File: config.mk
export PLATFORM = sky130hd
export DESIGN_NAME = ptree_ctrl
export DESIGN_NICKNAME = d
export VERILOG_FILES = /design/src/hw/rtl/ptree_pkg.sv /design/src/hw/rtl/ptree_ctrl.sv
export SDC_FILE = /design/constraint.sdc
export NUM_CORES = 1
export LEC_CHECK = 0
export ABC_AREA = 1
export ABC_CLOCK_PERIOD_IN_PS = 1200
export BUFFER_PORTS_ARGS = -buffer_cell sky130_fd_sc_hd__buf_2
export CAP_MARGIN = 30
export CORE_UTILIZATION = 40
export CTS_BUF_LIST = sky130_fd_sc_hd__clkbuf_8
export DETAILED_ROUTE_END_ITERATION = 7
export PLACE_DENSITY = 0.68
export SETUP_SLACK_MARGIN = 0.15
export SYNTH_ARGS = -nofsm -noshare
export SYNTH_HDL_FRONTEND = slang
export SYNTH_SLANG_ARGS = --single-unit
File: constraint.sdc
create_clock -name clk -period 1.2 [get_ports clk]
set_input_delay 0.24 -clock clk [delete_from_list [all_inputs] [get_ports clk]]
set_output_delay 0.24 -clock clk [all_outputs]
set_load 0.1 [all_outputs]
File: src/hw/rtl/ptree_pkg.sv
// ----------------------------------------------------------------------------
// ptree_pkg
// shared widths, node record and the command and status bundles of the
// palindromic tree builder
// ----------------------------------------------------------------------------
package ptree_pkg;

    localparam int MAX_LEN      = 4096;
    localparam int ALPHABET_DEF = 26;
    localparam int NODES        = MAX_LEN + 2;

    localparam int SYM_W  = 5;
    localparam int NODE_W = 13;
    localparam int LEN_W  = 14;
    localparam int POS_W  = $clog2(MAX_LEN + 1);

    localparam int IN_TDATA_W  = 8;
    localparam int OUT_FIELDS  = 5;
    localparam int OUT_TDATA_W = ((OUT_FIELDS * NODE_W + 7) / 8) * 8;
    localparam int OUT_TUSER_W = 2;

    localparam logic [NODE_W-1:0] EVEN_ROOT  = NODE_W'(0);
    localparam logic [NODE_W-1:0] ODD_ROOT   = NODE_W'(1);
    localparam logic [NODE_W-1:0] FIRST_NODE = NODE_W'(2);

    typedef struct packed {
        logic [NODE_W-1:0]       link;
        logic signed [LEN_W-1:0] len;
        logic [NODE_W-1:0]       diff;
        logic [NODE_W-1:0]       head;
        logic [NODE_W-1:0]       parent;
        logic [SYM_W-1:0]        esym;
    } node_rec_t;

    typedef struct packed {
        logic start;
        logic drop;
        logic sym_rd;
        logic climb_next;
        logic node_load;
        logic save_cur;
        logic child_rd;
        logic child_wait;
        logic take_hit;
        logic create;
        logic out_load;
        logic link_phase;
    } ctrl_cmd_t;

    typedef struct packed {
        logic sym_ok;
        logic full;
        logic match;
        logic hit;
        logic out_free;
    } ctrl_sts_t;

endpackage

File: src/hw/rtl/ptree_ctrl.sv
// ----------------------------------------------------------------------------
// ptree_ctrl
// sequencer for one symbol: suffix-link climb, child lookup, node creation
// and hand-off of the result to the output register
// ----------------------------------------------------------------------------
module ptree_ctrl
(
    input  logic                  clk,
    input  logic                  rst_n,
    input  logic                  in_valid,
    output logic                  in_ready,
    input  ptree_pkg::ctrl_sts_t  sts,
    output ptree_pkg::ctrl_cmd_t  cmd
);

    typedef enum logic [7:0] {
        ST_IDLE       = 8'b0000_0001,
        ST_SYM_RD     = 8'b0000_0010,
        ST_SYM_CHK    = 8'b0000_0100,
        ST_NODE_WAIT  = 8'b0000_1000,
        ST_CHILD_RD   = 8'b0001_0000,
        ST_CHILD_WAIT = 8'b0010_0000,
        ST_CHILD_CHK  = 8'b0100_0000,
        ST_DONE       = 8'b1000_0000
    } state_t;

    state_t state_reg;
    state_t state_next;
    logic   phase_reg;
    logic   phase_next;

    assign in_ready = (state_reg == ST_IDLE);

    always_comb
    begin
        state_next     = state_reg;
        phase_next     = phase_reg;
        cmd            = '0;
        cmd.link_phase = phase_reg;
        unique case (state_reg)
            ST_IDLE:
            begin
                if (in_valid)
                begin
                    if (sts.sym_ok && !sts.full)
                    begin
                        cmd.start  = 1'b1;
                        phase_next = 1'b0;
                        state_next = ST_SYM_RD;
                    end
                    else
                    begin
                        cmd.drop   = 1'b1;
                        state_next = ST_DONE;
                    end
                end
            end
            ST_SYM_RD:
            begin
                cmd.sym_rd = 1'b1;
                state_next = ST_SYM_CHK;
            end
            ST_SYM_CHK:
            begin
                if (sts.match)
                begin
                    state_next = ST_CHILD_RD;
                end
                else
                begin
                    cmd.climb_next = 1'b1;
                    state_next     = ST_NODE_WAIT;
                end
            end
            ST_NODE_WAIT:
            begin
                cmd.node_load = 1'b1;
                state_next    = ST_SYM_RD;
            end
            ST_CHILD_RD:
            begin
                cmd.child_rd = 1'b1;
                state_next   = ST_CHILD_WAIT;
            end
            ST_CHILD_WAIT:
            begin
                cmd.child_wait = 1'b1;
                state_next     = ST_CHILD_CHK;
            end
            ST_CHILD_CHK:
            begin
                if (phase_reg)
                begin
                    cmd.create = 1'b1;
                    state_next = ST_DONE;
                end
                else if (sts.hit)
                begin
                    cmd.take_hit = 1'b1;
                    state_next   = ST_DONE;
                end
                else
                begin
                    // new node: climb again from the link of the extended node
                    cmd.climb_next = 1'b1;
                    cmd.save_cur   = 1'b1;
                    phase_next     = 1'b1;
                    state_next     = ST_NODE_WAIT;
                end
            end
            ST_DONE:
            begin
                if (sts.out_free)
                begin
                    cmd.out_load = 1'b1;
                    state_next   = ST_IDLE;
                end
            end
            default:
            begin
                state_next = ST_IDLE;
            end
        endcase
    end

    always_ff @(posedge clk or negedge rst_n)
    begin
        if (!rst_n)
        begin
            state_reg <= ST_IDLE;
            phase_reg <= 1'b0;
        end
        else
        begin
            state_reg <= state_next;
            phase_reg <= phase_next;
        end
    end

endmodule

## Word-level counts from Yosys, hierarchy flattened

Cells that the tools add are included.

- Register bits: 9
- Input port bits: 8
- Output and inout bits: 13
- Word-level logic and storage cells: 48

- Eq/ne operators: 11
- Muxes and demuxes: 30
- Reductions and logical operators: 5

Operator list:

| kind | count |
|---|---|
| 8-bit one-hot mux with 8 select lines | 1 |
| 8-bit two-way mux | 5 |
| 1-bit two-way mux | 18 |
| 8-bit by 1-bit equality test with 1-bit output (second input constant) | 1 |
| 8-bit by 2-bit equality test with 1-bit output (second input constant) | 1 |
| 8-bit by 3-bit equality test with 1-bit output (second input constant) | 1 |
| 8-bit by 4-bit equality test with 1-bit output (second input constant) | 1 |
| 8-bit by 5-bit equality test with 1-bit output (second input constant) | 1 |
| 8-bit by 6-bit equality test with 1-bit output (second input constant) | 1 |
| 8-bit by 7-bit equality test with 1-bit output (second input constant) | 1 |
| 8-bit equality test (second input constant) | 1 |
| 2-bit two-way mux | 3 |
| 5-bit two-way mux | 1 |
| 2-bit != test (second input constant) | 2 |
| 1-bit one-hot mux with 2 select lines | 2 |
| 3-bit AND reduction | 1 |
| 2-bit by 1-bit != test with 1-bit output (second input constant) | 1 |
| 2-bit AND reduction | 1 |
| 2-bit nonzero test | 1 |
| 1-bit logical AND | 1 |
| 1-bit zero test | 1 |

## Logic depth before layout (Yosys ltp)

Gate-level depths: netlist of run 1.

- Word-level depth: 5
- Gate-level depth with buffers: 9
- Mapped depth without buffers: 9

## Worst setup path after synthesis of run 1

OpenSTA, ideal clock, no wires.

- Path kind: flip-flop to output port
- Start: register state_reg[1]
- End: output port cmd[3] in the netlist's numbering
- Data arrival time: 2.801 ns
- Data required time: 0.960 ns
- Slack: -1.841 ns
- Stages on the path, launching flop included: 6
- Path buffers: 0
- Cells stage by stage: dfrtp_1 > inv_1 > nand2_1 > nor2_4 > nand2_2 > nor3_1

RTL lines:

| element | line | text |
|---|---|---|
| start: declaration | ptree_ctrl.sv:27 | `state_t state_reg;` |
| start signal: assignment | ptree_ctrl.sv:135 | `state_reg <= state_next;` |
| end: declaration | ptree_ctrl.sv:13 | `output ptree_pkg::ctrl_cmd_t cmd` |

==> metrics.csv, run 1 <==
metric,value,unit
outcome,finished with violations,
failing checks,negative setup slack,
fin. max-slew vios,0,
# IOs,21,
clock tree buffer depth,2,
initial core utilization,43.27,%
final setup fails,19,
Int Power,0.001228,W
Gate power share,68.0,%
Synth Area in XOR/XNOR,0,%
Adder-Cell Fraction of Synth Area,0,%
Reg power frac,16.7,%
Post-Syn Area per Cell,6.652,um2
Synth Area in Compound Gates,4.798,%
Layout area overhead,118.8,%
CTS clock-pin slew for the worst setup and hold paths,0.05,ns
RSZ-0062 raised after global routing,yes,
Setup Skew,0.005510,ns
Worst slew margin,80.71,%
dominant cell type by area after synthesis,dfrtp_1,
clk root buf,clkbuf_8,
number of global-route vias before repair,802,
CP endpoint kind,primary output,
cells after synthesis,98,
Hold Fails Final Rpt,0,
Worst Max-Slew Pin Slew,0.2883,ns
switching portion of total power,48.88,%
Routed WL,3046,um
Worst EP required,0.96,ns
Unique masters post-synth,21,
Leak Pwr,0.7002,nW
largest net degree at the start of global routing,10,
CTS Buf Count,3,
CTS tree,built,
power share of the clock group,15.3,%
max_cap viols,0,
Chip Width,42.37,um
Hold Crit Start,sts[2],
ant diodes,0,
first-pass iteration count of the detailed router,4,
die height,42.37,um
crit path from,state_reg[5]$_DFFE_PN0P_,
Port Buf Inserts,20,
CP Launch Type,flop,
drt wl/cell,18.35,um
initial antenna violation count,0,
switching pwr,0.001174,W
pwr/cell area,1684,nW/um2
min-delay worst type,in2reg,
layout cells sized above 1,67.33,%
std cell rows,14,
synthesized cell area,651.9,um2
Synth top area share,30.71,%
mux contribution to synthesized area,0,%
Place WS,-0.3053,ns
"top cells by area, synth","dfrtp_1, nand2_1, inv_1, nor2_1, nand2_4",
Mapped Nets,106,
fmax,543.0,MHz
CP Class,reg2out,
Setup WS post-layout,-0.6416,ns
largest family of logic cells by synthesized area,simple AND/OR/NAND/NOR gates,
H-tree Lvls,1,
Seq cells post-synth,9,
Vias/cell,5.428,
die area,1795,um2
initial drt markers,46,
Max IR drop VDD,1.287,mV
Core ar.,1506,um2
Final period util,153.5,%
crit path max fanout,3,
min Tclk post-route,1.842,ns
final net count,159,
GPL Wtd Cong,0.7900,
DP HPWL,1471,um
Min Hold Slack,0.2848,ns
Num Clock Sinks,9,
"Warnings, synthesis",0,
CP arrival,1.60,ns
GRT Util Overall,26.67,%
Largest register FFs,8,
final core utilization,94.68,%
Vias,901,
register area share after synthesis,34.74,%
insertion delay to the later sink of the worst-skew pair,0.24,ns
Reg-to-Reg Start,state_reg[5]$_DFFE_PN0P_,
"antenna viol nets, final",0,
first-pass GRT wire length,3519,um
post-synthesis simple-gate area fraction,43.76,%
global route overflow,0,
filler instances,47,
DR DRC count,0,
==> cell usage in the layout (no fill, tap or decap), drive strengths merged, types with 2 or more instances in the layout <==
master    Yosys  layout
clkinvlp      0       5
nor2         22      22
dfrtp         8       8
clkbuf        0       3
o22ai         2       2
nand4         2       2
nand2        27      27
nand3         5       5
buf           2      49
o21ai         2       2
inv          24      20
==> layer usage <==
metal	global-route usage (%)	vias up	routed length (um)
met5	0	-	0
met4	10.63	0	189
met3	6.466	22	225
met2	50.15	67	1528
met1	27.82	419	1103
li1	-	393	-
==> final cells by class <==
| type | instances | area, um2 | area share [%] |
|---|---|---|---|
| Tap cell | 16 | 20.02 | 1.404 |
| Inverter | 24 | 108.9 | 7.632 |
| Sequential cell | 9 | 226.5 | 15.88 |
| Clock buffer | 3 | 41.29 | 2.895 |
| Clock inverter | 1 | 3.754 | 0.2632 |
| Timing Repair Buffer | 50 | 556.8 | 39.04 |
| Multi-Input combinational cell | 63 | 469.2 | 32.89 |
==> logic make-up (layout without fill, tap and decap cells) <==
group | Yosys count | after routing
buffers and inverters | 26 | 78
AO/OA/AOI/OAI | 5 | 5
flip-flops | 9 | 9
AND/OR/NAND/NOR | 58 | 58
==> Yosys cell counts <==
master / count
a21oi_1: 1
inv_1: 18
o21ai_0: 1
dfstp_2: 1
nand3_2: 1
nor2_4: 2
nand2_4: 3
o21ai_2: 1
nor2_1: 18
nand4_1: 2
nand2_2: 1
nor2_2: 2
dfrtp_1: 8
nor3_1: 1
buf_6: 1
nand2_1: 23
nand3_1: 4
o22ai_1: 2
inv_2: 6
and2_4: 1
buf_4: 1
==> through the flow <==
stage | instances | instance area [um2] | power [W] | TNS [ns]
floorplan | 98 | 759.5 | 0.001359 | -4.270
global placement | 152 | 1197 | 0.001697 | -2.927
detailed placement | 152 | 1197 | 0.001728 | -3.343
CTS | 159 | 1295 | 0.002130 | -6.169
global route | 166 | 1426 | 0.002472 | -8.440
finish | 166 | 1426 | 0.002402 | -7.870
==> critical path: stages, from the launching register on <==
cell and delay [ns]:
dfrtp_1 0.40, inv_2 0.11, nand2_4 0.08, nor2_4 0.17, and2_4 0.21, o21ai_4 0.08
nor2_4 0.12, buf_12 0.18
==> path summary, 6_finish.rpt <==
| path | to | cells after the start | slack (ns) |
|---|---|---|---|
| hold / removal | state_reg[3]$_DFFE_PN0P_ | 2 | 0.28 |
| min in group asynchronous | state_reg[3]$_DFFE_PN0P_ | 2 | 0.42 |
| max in group asynchronous | state_reg[0]$_DFFE_PN1P_ | 2 | 0.53 |
| setup reg to reg | state_reg[7]$_DFFE_PN0P_ | 10 | -0.38 |
| hold reg to reg | phase_reg$_DFFE_PN0P_ | 3 | 0.74 |
| setup / recovery | cmd[10] | 7 | -0.64 |
==> power by group through the flow <==
stage	Sequential, W	Clock [W]	Combinational, W
after global placement	0.000396	0	0.00130
after CTS	0.000395	0.000349	0.00139
final	0.000400	0.000368	0.00163
after floorplan	0.000398	0	0.000961
after detailed placement	0.000399	0	0.00133
after global routing	0.000401	0.000394	0.00168
==> timing repair <==
item                                   in CTS  in global routing
setup endpoints to repair                  22                 22
hold buffers                                1                  0
cloned                                      0                  0
endpoints found under the hold margin       8                  0
setup buffers                               2                  7
gates resized for setup                     9                 22
pin swaps                                   9                  4
(Power assumes the default switching activity.)
==> inputs of run 2 (changes only) <==
Settings changed: ABC_AREA 1 to default.
==> run 2 against run 1 <==
Compared with the run above: the flow now stops in clock tree synthesis (4_1_cts); synthesized cell count fell by 31%; synthesized area fell by 0.38%.
==> metrics.csv, run 2 <==
metric,value,unit
outcome,did not finish,
Stop stage,clock tree synthesis (4_1_cts),
Run Error,[ERROR DPL-0033] detailed placement checks failed during check placement.,
clock tree buffer depth,2,
Seq cells post-synth,9,
die height,42.29,um
register area share after synthesis,34.87,%
clk root buf,clkbuf_8,
synthesized cell area,649.4,um2
setup bufs post-CTS,9,
fraction of registers with async set/reset,100.0,%
cts repair resizes,32,
Synth top area share,30.83,%
std cell rows,14,
H-tree Lvls,1,
Num Clock Sinks,9,
Mapped Nets,76,
"Warnings, synthesis",0,
Unique masters post-synth,29,
cells after synthesis,68,
Chip Width,42.29,um
hold-fix buffers at CTS,1,
CTS Buf Count,3,
DP HPWL,1703,um
Port Buf Inserts,20,
Post-synth top cells,"dfrtp_1, nor2_1, nor3_1",
"top cells by area, synth","dfrtp_1, and4b_2, buf_6, nor3_1, nor2_1",
Main synth FF type,dfrtp_1,
Post-Syn Area per Cell,9.550,um2
dominant cell type by area after synthesis,dfrtp_1,
"EDFF count, synth",0,
initial core utilization,43.11,%
GPL Wtd Cong,0.8495,
# IOs,21,
run 2: cell types whose count changed after synthesis, moves of 5 or more:
cell,delta
nand2_1,-22
inv_1,-15
nor2_1,-10
inv_2,-6
nor3_1,+5
run 2: stage by stage:
stage               setup TNS [ns]  cells  setup WS (ns)  util (%)  instance area [um2]
floorplan                   -10.26     68         -1.053         -                737.0
detailed placement          -6.956    128        -0.5094     80.81                 1217
global placement            -5.947    128        -0.4541     80.81                 1217
run 2: logic make-up after synthesis:
group | count (synthesis) | synth area share, %
AO/OA/AOI/OAI | 9 | 9.828
XOR/XNOR | 1 | 1.349
buffers and inverters | 9 | 9.634
flip-flops | 9 | 34.88
AND/OR/NAND/NOR | 40 | 44.32
==> inputs of run 3 (changes only) <==
Settings changed: ABC_CLOCK_PERIOD_IN_PS 1200 to 1550, CORE_AREA from default to 2 2 63 65, CORE_UTILIZATION 40 to default, CTS_BUF_LIST sky130_fd_sc_hd__clkbuf_8 to default, DIE_AREA from default to 0 0 65 67, PLACE_DENSITY 0.68 to default, PLACE_DENSITY_LB_ADDON from default to 0.15, SETUP_SLACK_MARGIN 0.15 to default.
Clock period 1.2 ns to 1.55 ns, I/O delays scaled along.
==> run 3 against run 2 <==
Compared with the run above: the flow now finishes, with violations (negative setup slack); synthesized area did not move; synthesized cell count unchanged.
==> metrics.csv, run 3 <==
metric,value,unit
outcome,finished with violations,
failing checks,negative setup slack,
number of global-route vias before repair,682,
cells after synthesis,68,
Setup Skew,0.004080,ns
Layout area overhead,122.3,%
max_cap viols,0,
synthesized cell area,649.4,um2
CP Launch Type,flop,
hold path depth,2,
CTS tree,built,
"EDFF count, synth",0,
clock tree buffer depth,2,
Synth top area share,30.83,%
CTS Buf Count,3,
H-tree Lvls,1,
first-pass GRT wire length,3194,um
initial antenna violation count,0,
Vias,721,
initial core utilization,18.01,%
Core ar.,3606,um2
FF-to-FF setup slack,-0.14,ns
Worst Hold Path EP,state_reg[0]$_DFFE_PN1P_,
Unique masters post-synth,29,
Final Power,0.001853,W
Num Clock Sinks,9,
fmax,491.3,MHz
Chip Width,65,um
crit path max fanout,3,
"Warnings, synthesis",0,
R2R depth,8,
Hold Crit Start,in_valid,
Worst R2R End,state_reg[7]$_DFFE_PN0P_,
Worst Max-Slew Pin Slew,0.3075,ns
GRT Util Overall,10.01,%
first-pass iteration count of the detailed router,2,
# IOs,21,
"commonest non-fill, non-tap cell in the layout",buf_4,
std cell rows,22,
Mapped Nets,76,
"top cells by area, synth","dfrtp_1, and4b_2, buf_6, nor3_1, nor2_1",
DP HPWL,1616,um
Hold Fails Final Rpt,0,
Leak Pwr,0.6263,nW
"commonest cells after routing, fill and taps aside","buf_4, buf_12, buf_2",
Worst EP required,1.24,ns
ant diodes,0,
largest net degree at the start of global routing,10,
Post-Syn Area per Cell,9.550,um2
GPL Wtd Cong,0.7493,
fraction of registers with async set/reset,100.0,%
pwr/cell area,1283,nW/um2
Worst slew margin,79.34,%
register area share after synthesis,34.87,%
layout cells sized above 1,75.61,%
die area,4355,um2
min-delay worst type,in2reg,
die height,67,um
CTS clock-pin slew for the worst setup and hold paths,0.05,ns
RSZ-0062 raised after global routing,yes,
Setup WS post-layout,-0.4856,ns
CP arrival,1.73,ns
dominant cell type by area after synthesis,dfrtp_1,
Routed WL,2123,um
CP endpoint kind,primary output,
Main synth FF type,dfrtp_1,
fin. max-slew vios,0,
Seq cells post-synth,9,
final core utilization,40.04,%
CP Class,reg2out,
Port Buf Inserts,20,
Largest register FFs,8,
Place WS,-0.2351,ns
initial drt markers,14,
final net count,132,
DR DRC count,0,
Vias/cell,4.216,
final setup fails,16,
min Tclk post-route,2.036,ns
filler instances,352,
Post-synth top cells,"dfrtp_1, nor2_1, nor3_1",
clk root buf,clkbuf_8,
insertion delay to the later sink of the worst-skew pair,0.23,ns
global route overflow,0,
Max IR drop VDD,0.6290,mV
Final period util,131.3,%
drt wl/cell,12.42,um
"antenna viol nets, final",0,
Reg-to-Reg Start,state_reg[4]$_DFFE_PN0P_,
==> run 3: cell counts after synthesis <==
Identical to the previous run, type by type.
==> run 3: worst max-delay path: stages, from the launching register on <==
cell,delay (ns)
dfrtp_1,0.41
buf_4,0.16
buf_6,0.11
nor2_4,0.14
and4b_2,0.29
and3_4,0.21
buf_12,0.17
==> run 3: worst max-delay path by stage <==
stage                        startpoint      end  slack [ns]  cells past startpoint
6_report       state_reg[4]$_DFFE_PN0P_  cmd[11]       -0.49                      6
5_1_grt        state_reg[3]$_DFFE_PN0P_   cmd[4]       -0.55                      5
4_1_cts        state_reg[1]$_DFFE_PN0P_   cmd[3]       -0.43                      5
3_5_place_dp   state_reg[5]$_DFFE_PN0P_   cmd[3]       -0.24                      5
3_3_place_gp   state_reg[5]$_DFFE_PN0P_   cmd[3]       -0.23                      5
2_1_floorplan  state_reg[4]$_DFFE_PN0P_   cmd[3]       -0.77                      3
==> run 3: per-layer routing <==
| metal | track usage [%] | share of wire, % |
|---|---|---|
| met1 | 12.73 | 44 |
| met2 | 16.37 | 51 |
| met3 | 1.689 | 3.1 |
| met4 | 4.787 | 1.3 |
| met5 | 0 | 0 |
==> run 3: cells by family after synthesis <==
kind of cell / after synthesis / share of synthesized area, %
AO/OA/AOI/OAI: 9 / 9.828
XOR/XNOR: 1 / 1.349
buffers and inverters: 9 / 9.634
flip-flops: 9 / 34.88
AND/OR/NAND/NOR: 40 / 44.32
==> run 3: power by group <==
group,switching (W),internal (W)
Clock,0.000101,0.000180
Sequential,0.0000381,0.000282
Combinational,0.000683,0.000569
==> run 3: layout make-up <==
cell class / count / area (um2) / share of cell area, %
timing repair buffer: 57 / 594.3 / 41.16
inverter: 3 / 11.26 / 0.7799
multi-input combinational: 50 / 504.2 / 34.92
clock buffer: 4 / 45.04 / 3.120
sequential: 9 / 229.0 / 15.86
tap: 48 / 60.06 / 4.159
==> run 3: through the flow <==
stage	cell area (um2)	hold slack, ns	instances	setup TNS, ns
6_report	1444	0.2795	171	-5.242
5_1_grt	1444	0.2975	171	-6.267
4_1_cts	1330	0.3006	164	-4.321
3_5_place_dp	1229	0.1888	157	-1.666
3_3_place_gp	1229	0.1822	157	-1.566
2_1_floorplan	730.7	0.01441	68	-5.479
==> run 3: timing repair <==
action                                 4_1_cts  5_1_grt
setup buffers                                2        7
setup endpoints to repair                   13       16
endpoints found under the hold margin        8        0
resized for setup                            9       15
hold buffers                                 1        0
pin swaps                                    6       11
